<file path="src/rtl/psf_pkg.sv">
// Package for the job scheduler: policy codes, defaults, picker control.
// No dependencies.
package psf_pkg;

  localparam int MAX_JOBS_DEF  = 16;
  localparam int TIME_BITS_DEF = 32;

  localparam logic [1:0]  POL_FIFO = 2'd0;
  localparam logic [1:0]  POL_RR   = 2'd1;
  localparam logic [1:0]  POL_NSJF = 2'd2;
  localparam logic [1:0]  POL_PSJF = 2'd3;

  localparam logic [1:0]  REG_POLICY    = 2'd0;
  localparam logic [1:0]  REG_SLICE     = 2'd1;
  localparam logic [1:0]  REG_JOB_COUNT = 2'd2;

  localparam logic [15:0] SLICE_RESET     = 16'd500;
  localparam logic [4:0]  JOB_COUNT_RESET = 5'd16;

  localparam logic        OP_LOAD = 1'b0;

  typedef struct packed {
    logic clear;
    logic step;
    logic elig;
    logic after;
  } pick_ctl_t;

  typedef struct packed {
    logic have_min;
    logic have_first;
    logic have_after;
  } pick_flags_t;

endpackage

</file>
<file path="src/rtl/psf_pick.sv">
// Slot picker: tracks minimum key, first eligible and first eligible
// at or after the rotation start over a stream of slots. Uses psf_pkg.
module psf_pick import psf_pkg::*; #(
  parameter int MAX_JOBS  = MAX_JOBS_DEF,
  parameter int TIME_BITS = TIME_BITS_DEF
) (
  input  logic                        clk,
  input  logic                        rst_n,
  input  pick_ctl_t                   ctl,
  input  logic [$clog2(MAX_JOBS)-1:0] idx,
  input  logic [TIME_BITS-1:0]        key,
  output pick_flags_t                 flags,
  output logic [$clog2(MAX_JOBS)-1:0] min_idx,
  output logic [$clog2(MAX_JOBS)-1:0] first_idx,
  output logic [$clog2(MAX_JOBS)-1:0] after_idx
);
  localparam int IDXW = $clog2(MAX_JOBS);

  pick_flags_t          flags_r;
  logic [IDXW-1:0]      min_idx_r, first_idx_r, after_idx_r;
  logic [TIME_BITS-1:0] min_key_r;

  always_ff @(posedge clk) begin
    if (!rst_n || ctl.clear) begin
      flags_r <= '0;
    end else if (ctl.step && ctl.elig) begin
      if (!flags_r.have_min || key < min_key_r) begin
        flags_r.have_min <= 1'b1;
      end
      if (!flags_r.have_first) begin
        flags_r.have_first <= 1'b1;
      end
      if (ctl.after && !flags_r.have_after) begin
        flags_r.have_after <= 1'b1;
      end
    end
  end

  // strict compare keeps ties on the lowest slot
  always_ff @(posedge clk) begin
    if (ctl.step && ctl.elig) begin
      if (!flags_r.have_min || key < min_key_r) begin
        min_idx_r <= idx;
        min_key_r <= key;
      end
      if (!flags_r.have_first) begin
        first_idx_r <= idx;
      end
      if (ctl.after && !flags_r.have_after) begin
        after_idx_r <= idx;
      end
    end
  end

  assign flags     = flags_r;
  assign min_idx   = min_idx_r;
  assign first_idx = first_idx_r;
  assign after_idx = after_idx_r;

endmodule

</file>
<file path="src/rtl/process_scheduler_fifo_rr_sjf.sv">
// Job scheduler (FIFO, round robin, non-preemptive and preemptive SJF). Load requests fill
// table slots in order; a tick request retires the running job if its time is spent, marks
// jobs whose ready time equals the current time as arrived, picks the job to run (ties to
// the lowest slot), and decrements it. Ready and remaining times sit in one memory with a
// write port and a registered read port; the scan of a tick reads each slot in use once,
// one per cycle. A tick steps through retire, reduction of the rotation start (the slot
// after the running one) below n for n slots in use by subtracting n (once when the
// running slot is the last slot in use, more often when job_count was cut below it), the
// slot scan, pick, decrement and result. A tick that retires the last job skips from retire
// to the result; a load, and a tick after all jobs are done, go straight to the result.
// A result still waiting in the result register stalls the next result, and so the input,
// until it is taken. One result per request; the result register lets the next request in.
// Depends on psf_pkg and psf_pick.
module process_scheduler_fifo_rr_sjf import psf_pkg::*; #(
  parameter int MAX_JOBS  = MAX_JOBS_DEF,
  parameter int TIME_BITS = TIME_BITS_DEF
) (
  input  logic        clk,
  input  logic        rst_n,
  input  logic        in_valid,
  output logic        in_ready,
  input  logic        in_operation,
  input  logic [31:0] in_ready_at,
  input  logic [31:0] in_run_length,
  output logic        out_valid,
  input  logic        out_ready,
  output logic        out_running_valid,
  output logic [3:0]  out_running_slot,
  output logic        out_switched,
  output logic        out_finished_valid,
  output logic [3:0]  out_finished_slot,
  output logic        out_all_done,
  output logic [31:0] out_tick_now,
  input  logic        cfg_we,
  input  logic [1:0]  cfg_index,
  input  logic [15:0] cfg_data
);
  localparam int IDXW = $clog2(MAX_JOBS);
  localparam int CNTW = $clog2(MAX_JOBS + 1);
  localparam int EW   = 2 * TIME_BITS;

  localparam logic [2:0] ST_IDLE = 3'd0;
  localparam logic [2:0] ST_RET  = 3'd1;
  localparam logic [2:0] ST_MOD  = 3'd2;
  localparam logic [2:0] ST_SCAN = 3'd3;
  localparam logic [2:0] ST_PICK = 3'd4;
  localparam logic [2:0] ST_DEC  = 3'd5;
  localparam logic [2:0] ST_DECW = 3'd6;
  localparam logic [2:0] ST_FIN  = 3'd7;

  // configuration
  logic [1:0]  policy_r;
  logic [15:0] slice_r;
  logic [4:0]  jobcnt_r;

  // job table: {ready time, remaining time}
  logic [EW-1:0]        mem [MAX_JOBS];
  logic [EW-1:0]        rdata_r;
  logic                 mem_we;
  logic [IDXW-1:0]      mem_waddr, mem_raddr;
  logic [EW-1:0]        mem_wdata;
  logic [TIME_BITS-1:0] rd_arr, rd_rem;

  // control state
  logic [2:0]           state_r, state_nxt;
  logic                 hr_r, hr_nxt;
  logic [IDXW-1:0]      run_r, run_nxt;
  logic [TIME_BITS-1:0] time_r, time_nxt;
  logic [15:0]          slc_r, slc_nxt;
  logic [CNTW-1:0]      ret_r, ret_nxt;
  logic [CNTW-1:0]      lp_r, lp_nxt;
  logic                 done_r, done_nxt;
  logic [MAX_JOBS-1:0]  flags_r, flags_nxt;
  logic [CNTW-1:0]      start_r, start_nxt;
  logic [CNTW-1:0]      iss_r, iss_nxt;
  logic                 rd_vld_r, rd_vld_nxt;
  logic [IDXW-1:0]      rd_idx_r, rd_idx_nxt;

  // pending result
  logic                 res_fin_r, res_fin_nxt;
  logic [IDXW-1:0]      res_fslot_r, res_fslot_nxt;
  logic                 res_sw_r, res_sw_nxt;
  logic [TIME_BITS-1:0] res_now_r, res_now_nxt;

  // result register
  logic        out_valid_r, out_valid_nxt;
  logic        o_run_v_r, o_run_v_nxt;
  logic [3:0]  o_run_s_r, o_run_s_nxt;
  logic        o_sw_r, o_sw_nxt;
  logic        o_fin_v_r, o_fin_v_nxt;
  logic [3:0]  o_fin_s_r, o_fin_s_nxt;
  logic        o_done_r, o_done_nxt;
  logic [31:0] o_now_r, o_now_nxt;

  // picker
  pick_ctl_t            pick_ctl;
  pick_flags_t          pick_flags;
  logic [IDXW-1:0]      min_idx, first_idx, after_idx;
  logic [TIME_BITS-1:0] pick_key;

  logic [CNTW-1:0] n_slots;
  logic [CNTW-1:0] ret_inc;
  logic [15:0]     slice_eff;

  // clamp job_count into 1..MAX_JOBS
  always_comb begin
    if (jobcnt_r == 5'd0) begin
      n_slots = CNTW'(1);
    end else if (32'(jobcnt_r) > 32'(MAX_JOBS)) begin
      n_slots = CNTW'(MAX_JOBS);
    end else begin
      n_slots = CNTW'(jobcnt_r);
    end
  end

  assign ret_inc   = ret_r + CNTW'(1);
  assign slice_eff = (slice_r == 16'd0) ? 16'd1 : slice_r;
  assign rd_arr    = rdata_r[EW-1:TIME_BITS];
  assign rd_rem    = rdata_r[TIME_BITS-1:0];
  assign pick_key  = (policy_r == POL_FIFO) ? rd_arr : rd_rem;
  assign in_ready  = (state_r == ST_IDLE);

  psf_pick #(
    .MAX_JOBS  (MAX_JOBS),
    .TIME_BITS (TIME_BITS)
  ) u_pick (
    .clk       (clk),
    .rst_n     (rst_n),
    .ctl       (pick_ctl),
    .idx       (rd_idx_r),
    .key       (pick_key),
    .flags     (pick_flags),
    .min_idx   (min_idx),
    .first_idx (first_idx),
    .after_idx (after_idx)
  );

  always_comb begin
    logic                 arrived;
    logic                 nx_ok;
    logic [IDXW-1:0]      nx_idx;
    logic                 sw;
    logic [15:0]          slc_base;
    logic [16:0]          slc_inc;

    arrived  = 1'b0;
    nx_ok    = 1'b0;
    nx_idx   = run_r;
    sw       = 1'b0;
    slc_base = slc_r;
    slc_inc  = 17'd0;

    state_nxt     = state_r;
    hr_nxt        = hr_r;
    run_nxt       = run_r;
    time_nxt      = time_r;
    slc_nxt       = slc_r;
    ret_nxt       = ret_r;
    lp_nxt        = lp_r;
    done_nxt      = done_r;
    flags_nxt     = flags_r;
    start_nxt     = start_r;
    iss_nxt       = iss_r;
    rd_vld_nxt    = rd_vld_r;
    rd_idx_nxt    = rd_idx_r;
    res_fin_nxt   = res_fin_r;
    res_fslot_nxt = res_fslot_r;
    res_sw_nxt    = res_sw_r;
    res_now_nxt   = res_now_r;

    mem_we    = 1'b0;
    mem_waddr = run_r;
    mem_wdata = {rd_arr, rd_rem - TIME_BITS'(1)};
    mem_raddr = run_r;
    pick_ctl  = '0;

    // drop the shown result once taken
    out_valid_nxt = out_valid_r && !out_ready;
    o_run_v_nxt   = o_run_v_r;
    o_run_s_nxt   = o_run_s_r;
    o_sw_nxt      = o_sw_r;
    o_fin_v_nxt   = o_fin_v_r;
    o_fin_s_nxt   = o_fin_s_r;
    o_done_nxt    = o_done_r;
    o_now_nxt     = o_now_r;

    unique case (state_r)
      ST_IDLE: begin
        if (in_valid) begin
          res_now_nxt = time_r;
          res_fin_nxt = 1'b0;
          res_sw_nxt  = 1'b0;
          if (in_operation == OP_LOAD) begin
            // fill the next slot; ignore loads past the table end
            if (32'(lp_r) < 32'(MAX_JOBS)) begin
              mem_we    = 1'b1;
              mem_waddr = lp_r[IDXW-1:0];
              mem_wdata = {TIME_BITS'(in_ready_at), TIME_BITS'(in_run_length)};
              flags_nxt[lp_r[IDXW-1:0]] = 1'b0;
              lp_nxt    = lp_r + CNTW'(1);
            end
            state_nxt = ST_FIN;
          end else if (done_r) begin
            state_nxt = ST_FIN;
          end else begin
            mem_raddr = run_r;
            state_nxt = ST_RET;
          end
        end
      end
      ST_RET: begin
        // retire the running job when its time is spent
        if (hr_r && rd_rem == '0) begin
          hr_nxt        = 1'b0;
          res_fin_nxt   = 1'b1;
          res_fslot_nxt = run_r;
          ret_nxt       = ret_inc;
        end
        if (hr_r && rd_rem == '0 && ret_inc >= n_slots) begin
          done_nxt  = 1'b1;
          state_nxt = ST_FIN;
        end else begin
          start_nxt      = CNTW'(run_r) + CNTW'(1);
          iss_nxt        = '0;
          rd_vld_nxt     = 1'b0;
          pick_ctl.clear = 1'b1;
          state_nxt      = ST_MOD;
        end
      end
      ST_MOD: begin
        // reduce the rotation start modulo the slots in use
        if (start_r >= n_slots) begin
          start_nxt = start_r - n_slots;
        end else begin
          state_nxt = ST_SCAN;
        end
      end
      ST_SCAN: begin
        if (iss_r < n_slots) begin
          mem_raddr  = iss_r[IDXW-1:0];
          iss_nxt    = iss_r + CNTW'(1);
          rd_vld_nxt = 1'b1;
          rd_idx_nxt = iss_r[IDXW-1:0];
        end else begin
          rd_vld_nxt = 1'b0;
        end
        if (rd_vld_r) begin
          arrived             = flags_r[rd_idx_r] || (rd_arr == time_r);
          flags_nxt[rd_idx_r] = arrived;
          pick_ctl.step       = 1'b1;
          pick_ctl.elig       = arrived && (rd_rem != '0);
          pick_ctl.after      = CNTW'(rd_idx_r) >= start_r;
        end
        if (iss_r >= n_slots && !rd_vld_r) begin
          state_nxt = ST_PICK;
        end
      end
      ST_PICK: begin
        priority if (hr_r && (policy_r == POL_FIFO || policy_r == POL_NSJF)) begin
          nx_ok  = 1'b1;
          nx_idx = run_r;
        end else if (policy_r == POL_RR) begin
          priority if (!hr_r) begin
            nx_ok  = pick_flags.have_first;
            nx_idx = first_idx;
          end else if (slc_r != 16'd0) begin
            nx_ok  = 1'b1;
            nx_idx = run_r;
          end else if (pick_flags.have_after) begin
            nx_ok  = 1'b1;
            nx_idx = after_idx;
          end else if (pick_flags.have_first) begin
            nx_ok  = 1'b1;
            nx_idx = first_idx;
          end else begin
            nx_ok  = 1'b1;
            nx_idx = run_r;
          end
        end else begin
          nx_ok  = pick_flags.have_min;
          nx_idx = min_idx;
        end
        sw = nx_ok && (!hr_r || run_r != nx_idx);
        if (sw) begin
          hr_nxt     = 1'b1;
          run_nxt    = nx_idx;
          res_sw_nxt = 1'b1;
          slc_base   = 16'd0;
        end
        slc_inc   = {1'b0, slc_base} + 17'd1;
        slc_nxt   = (slc_inc >= {1'b0, slice_eff}) ? 16'd0 : slc_inc[15:0];
        time_nxt  = time_r + TIME_BITS'(1);
        state_nxt = ST_DEC;
      end
      ST_DEC: begin
        mem_raddr = run_r;
        state_nxt = ST_DECW;
      end
      ST_DECW: begin
        if (hr_r && rd_rem != '0) begin
          mem_we    = 1'b1;
          mem_waddr = run_r;
          mem_wdata = {rd_arr, rd_rem - TIME_BITS'(1)};
        end
        state_nxt = ST_FIN;
      end
      ST_FIN: begin
        // hold until the result register is free
        if (!out_valid_r || out_ready) begin
          out_valid_nxt = 1'b1;
          o_run_v_nxt   = hr_r;
          o_run_s_nxt   = hr_r ? 4'(run_r) : 4'd0;
          o_sw_nxt      = res_sw_r;
          o_fin_v_nxt   = res_fin_r;
          o_fin_s_nxt   = res_fin_r ? 4'(res_fslot_r) : 4'd0;
          o_done_nxt    = done_r;
          o_now_nxt     = 32'(res_now_r);
          state_nxt     = ST_IDLE;
        end
      end
      default: begin
        state_nxt = ST_IDLE;
      end
    endcase
  end

  always_ff @(posedge clk) begin
    if (mem_we) begin
      mem[mem_waddr] <= mem_wdata;
    end
    rdata_r <= mem[mem_raddr];
  end

  always_ff @(posedge clk) begin
    if (!rst_n) begin
      policy_r <= POL_FIFO;
      slice_r  <= SLICE_RESET;
      jobcnt_r <= JOB_COUNT_RESET;
    end else if (cfg_we) begin
      unique case (cfg_index)
        REG_POLICY:    policy_r <= cfg_data[1:0];
        REG_SLICE:     slice_r  <= cfg_data;
        REG_JOB_COUNT: jobcnt_r <= cfg_data[4:0];
        default: ;
      endcase
    end
  end

  always_ff @(posedge clk) begin
    if (!rst_n) begin
      state_r     <= ST_IDLE;
      hr_r        <= 1'b0;
      run_r       <= '0;
      time_r      <= '0;
      slc_r       <= '0;
      ret_r       <= '0;
      lp_r        <= '0;
      done_r      <= 1'b0;
      flags_r     <= '0;
      iss_r       <= '0;
      rd_vld_r    <= 1'b0;
      out_valid_r <= 1'b0;
    end else begin
      state_r     <= state_nxt;
      hr_r        <= hr_nxt;
      run_r       <= run_nxt;
      time_r      <= time_nxt;
      slc_r       <= slc_nxt;
      ret_r       <= ret_nxt;
      lp_r        <= lp_nxt;
      done_r      <= done_nxt;
      flags_r     <= flags_nxt;
      iss_r       <= iss_nxt;
      rd_vld_r    <= rd_vld_nxt;
      out_valid_r <= out_valid_nxt;
    end
  end

  always_ff @(posedge clk) begin
    start_r     <= start_nxt;
    rd_idx_r    <= rd_idx_nxt;
    res_fin_r   <= res_fin_nxt;
    res_fslot_r <= res_fslot_nxt;
    res_sw_r    <= res_sw_nxt;
    res_now_r   <= res_now_nxt;
    o_run_v_r   <= o_run_v_nxt;
    o_run_s_r   <= o_run_s_nxt;
    o_sw_r      <= o_sw_nxt;
    o_fin_v_r   <= o_fin_v_nxt;
    o_fin_s_r   <= o_fin_s_nxt;
    o_done_r    <= o_done_nxt;
    o_now_r     <= o_now_nxt;
  end

  assign out_valid          = out_valid_r;
  assign out_running_valid  = o_run_v_r;
  assign out_running_slot   = o_run_s_r;
  assign out_switched       = o_sw_r;
  assign out_finished_valid = o_fin_v_r;
  assign out_finished_slot  = o_fin_s_r;
  assign out_all_done       = o_done_r;
  assign out_tick_now       = o_now_r;

endmodule

</file>
<file path="config.mk">
export PLATFORM = sky130hd
export DESIGN_NAME = process_scheduler_fifo_rr_sjf
export DESIGN_NICKNAME = d
export VERILOG_FILES = /design/src/rtl/psf_pkg.sv /design/src/rtl/psf_pick.sv /design/src/rtl/process_scheduler_fifo_rr_sjf.sv
export SDC_FILE = /design/constraint.sdc
export NUM_CORES = 2
export LEC_CHECK = 0
export ABC_AREA = 1
export ABC_CLOCK_PERIOD_IN_PS = 25300
export BUFFER_PORTS_ARGS = -buffer_cell sky130_fd_sc_hd__buf_2
export CORE_MARGIN = 3
export CORE_UTILIZATION = 33
export CTS_CLUSTER_SIZE = 24
export DETAILED_ROUTE_END_ITERATION = 6
export SLEW_MARGIN = 20
export SYNTH_ARGS = -nofsm -noshare
export SYNTH_HDL_FRONTEND = slang
export SYNTH_SLANG_ARGS = --single-unit
</file>
<file path="constraint.sdc">
create_clock -name clk -period 25.3 [get_ports clk]
set_input_delay 5.06 -clock clk [delete_from_list [all_inputs] [get_ports clk]]
set_output_delay 5.06 -clock clk [all_outputs]
set_load 0.02 [all_outputs]
</file>
==> summary.txt <==
Critical path
  • CP Cell Sequence: buf_2 > nor2_1 > nand2_1 > nor2_4 > buf_4 > clkinv_2 > buf_4 > nand2_1 > o21ai_0 > nor2_1 > nand2_1 > nor2_4 > buf_4
  • Worst reg-to-reg setup slack: 18930 ps
  • CP Max Fanout: 59
  • Crit. End Element: flip-flop
  • WP data required: 25670 ps
  • WP data arrival: 10040 ps
  • Worst setup SP type: primary input
  • Buf/Inv on CP: 5
  • Worst path max stage delay: 880 ps
  • Top delay family on crit path: buffers and inverters
  • Worst path slowest cell: nor2_4
  • Worst Setup Path Type: primary input to flip-flop

Cells and area
  • Layout area overhead: 13.9%
  • Cell Count, Final, Fillers Out: 7052
  • Area of the multi-input gates: 0.0149 mm2
  • Fraction of layout cells with a size suffix above 1: 9.98%
  • Fillers: 15700
  • Nets: 4915
  • Post-route cell area: 0.0627 mm2
  • Reg area: 0.0384 mm2

Synthesis
  • Syn. warnings: 0
  • Post-synth ARST share: 0%
  • Area fraction of the dominant cell type after synthesis: 63.2%
  • Synthesis-stage register bit count: 1339
  • Syn Inst Count: 4679
  • Number of enable flip-flop cells after synthesis: 1159
  • Syn Nets: 4848
  • Most frequent cell after synthesis: edfxtp_1
  • Syn_area_per_cell: 11.8 um2
  • Synth Flop Type: edfxtp_1
  • Largest area contributor in the netlist: edfxtp_1
  • Post-synthesis sequential area ratio: 69.8%
  • Synth unique cells: 54
  • Mapped cell area: 0.0550 mm2
  • Area contributors post-synth: edfxtp_1 63%, dfxtp_1 6.5%, o21ai_0 6.4%
  • Post-synth top cells: 1159 x edfxtp_1, 771 x nor2_1, 699 x o21ai_0

Power and ir drop
  • Worst VDD drop: 64.2 uV
  • PwrDens: 100 mW/mm2
  • Power consumption: 6.29 mW
  • Leakage: 21.1 nW

Detailed routing
  • Max Used Layer: met4
  • First drt pass iteration count: 7
  • DRC violations left: 0
  • Routed WL per cell: 22.1 um
  • Met3 WL: 9890 um
  • Metal-1 WL: 64400 um
  • Via density: 5.25
  • Post-route ant nets: 0
  • DR WL met2: 76100 um
  • Starting DRT DRC Count: 3839
  • WL final: 156000 um
  • DR vias: 37000

Die
  • Die H: 414 um
  • Die Footprint: 0.172 mm2
  • Horiz. Die Dim: 414 um
  • IO Pins: 134
  • Core area: 0.165 mm2
  • # rows: 149
  • Starting Density: 33.3%

STA
  • Clk_skew: 37.1 ps
  • Final Setup Violations: 0
  • F_max: 103 MHz
  • Max-Slew Margin vs Limit: 27.7%
  • Final TNS setup: 0 ps
  • Slew @ Worst Pin: 1080 ps
  • Fin. max-slew vios: 0
  • Final period util: 38.2%
  • Final worst path period need: 9670 ps
  • Unrepaired setup endpoints after global routing: no
  • Hold Vio Cnt, Final: 0

GRT
  • Vias in the first global route: 35600
  • Initial antenna violation count: 0
  • Largest net degree at the start of global routing: 221
  • First-pass GRT wire length: 230000 um
  • Congestion Overflow GR: 0
  • Total GRT Usage: 17.6%

Clocking
  • CTS resizes: 0
  • TritonCTS clock tree: yes
  • Clk_lat worst skew: 780 ps
  • Post-CTS setup buffer count: 0
  • Root Driver: clkbuf_16
  • H-tree levels: 4
  • Clock transition at path regs: 60 ps
  • CTS Buffer Depth: 3
  • Number of clock sinks: 1339
  • Num CTS Buffers: 138
  • CTS hold repair buffers: 0

Placement
  • Total placed instance area: 0.0581 mm2
  • Gpl congestion: 0.845
  • Buffers on Ports: 133
  • DP Wirelength: 90900 um
  • DP Cell Count: 6795

Flow run
  • Max-cap violations: 0

Run status
  • Outcome: complete, no violations

Hold path
  • Worst Hold Class: flip-flop to flip-flop
## layer usage
metal | track usage, % | up-vias
met2 | 30.1 | 1212
met1 | 22.6 | 18400
met3 | 2.86 | 240
met4 | 6.26 | 0
li1 | - | 17100
met5 | 0 | -
## logic make-up after synthesis
kind of cell    after synthesis  synth area share, %
mux                          15                0.302
fa+ha+maj                    81                 1.86
xor+xnor                     68                 1.08
simple gates               1460                 10.9
flops                      1339                 69.8
compound gates             1199                 12.5
buf+inv                     517                 3.61
## placed cells by master, fill, tap and decap left out, types with 56 or more instances in the layout
master     netlist  layout
nor2_1         771     757
o21ai_0        699     697
buf_4            1      56
a21oi_1        111     109
o22ai_1        115     115
clkbuf_16        0     141
dfxtp_1        180     180
nand3_1        179     179
inv_1          233     231
ha_1            80      80
nand2_1        403     403
edfxtp_1      1159    1159
buf_2           20     133
o221ai_1       154     154
## flip-flops by register name, summed over array words and instances, names as in the netlist, 16 cells and up
name,cells
flags_r,16
mem,1024
out_tick_now,32
rdata_r,64
res_now_r,32
slc_r,16
slice_r,16
time_r,32
u_pick.min_key_r,32
## through the flow
stage	util (%)	hold slack, ps	setup slack, ps
final	37.9	417	15630
after global placement	35.1	404	14760
after CTS	37.9	419	15630
after floorplan	-	400	12490
after global routing	37.9	428	15390
after detailed placement	35.1	405	14820
## path summary, 6_finish.rpt
kind,cells past startpoint,endpoint,start
max,13,mem[14][61],in_operation
max reg2reg,13,rdata_r[61],state_r[0]
min,0,out_tick_now[25],res_now_r[25]
min reg2reg,0,out_tick_now[25],res_now_r[25]
## where the power goes
group / switching (mW) / leakage (nW) / internal [mW]
combinational: 0.916 / 7.01 / 0.310
sequential: 0.205 / 11.9 / 2.85
clock: 0.859 / 2.21 / 1.16
## layout make-up
type	instances	area share [%]
inverter	252	1.54
clock inverter	67	1.04
clock buffer	188	6.17
antenna	2	0.00799
timing repair buffer	192	1.84
tap	2189	4.37
multi-input combinational	2823	23.7
sequential	1339	61.3
(Power assumes the default switching activity.)
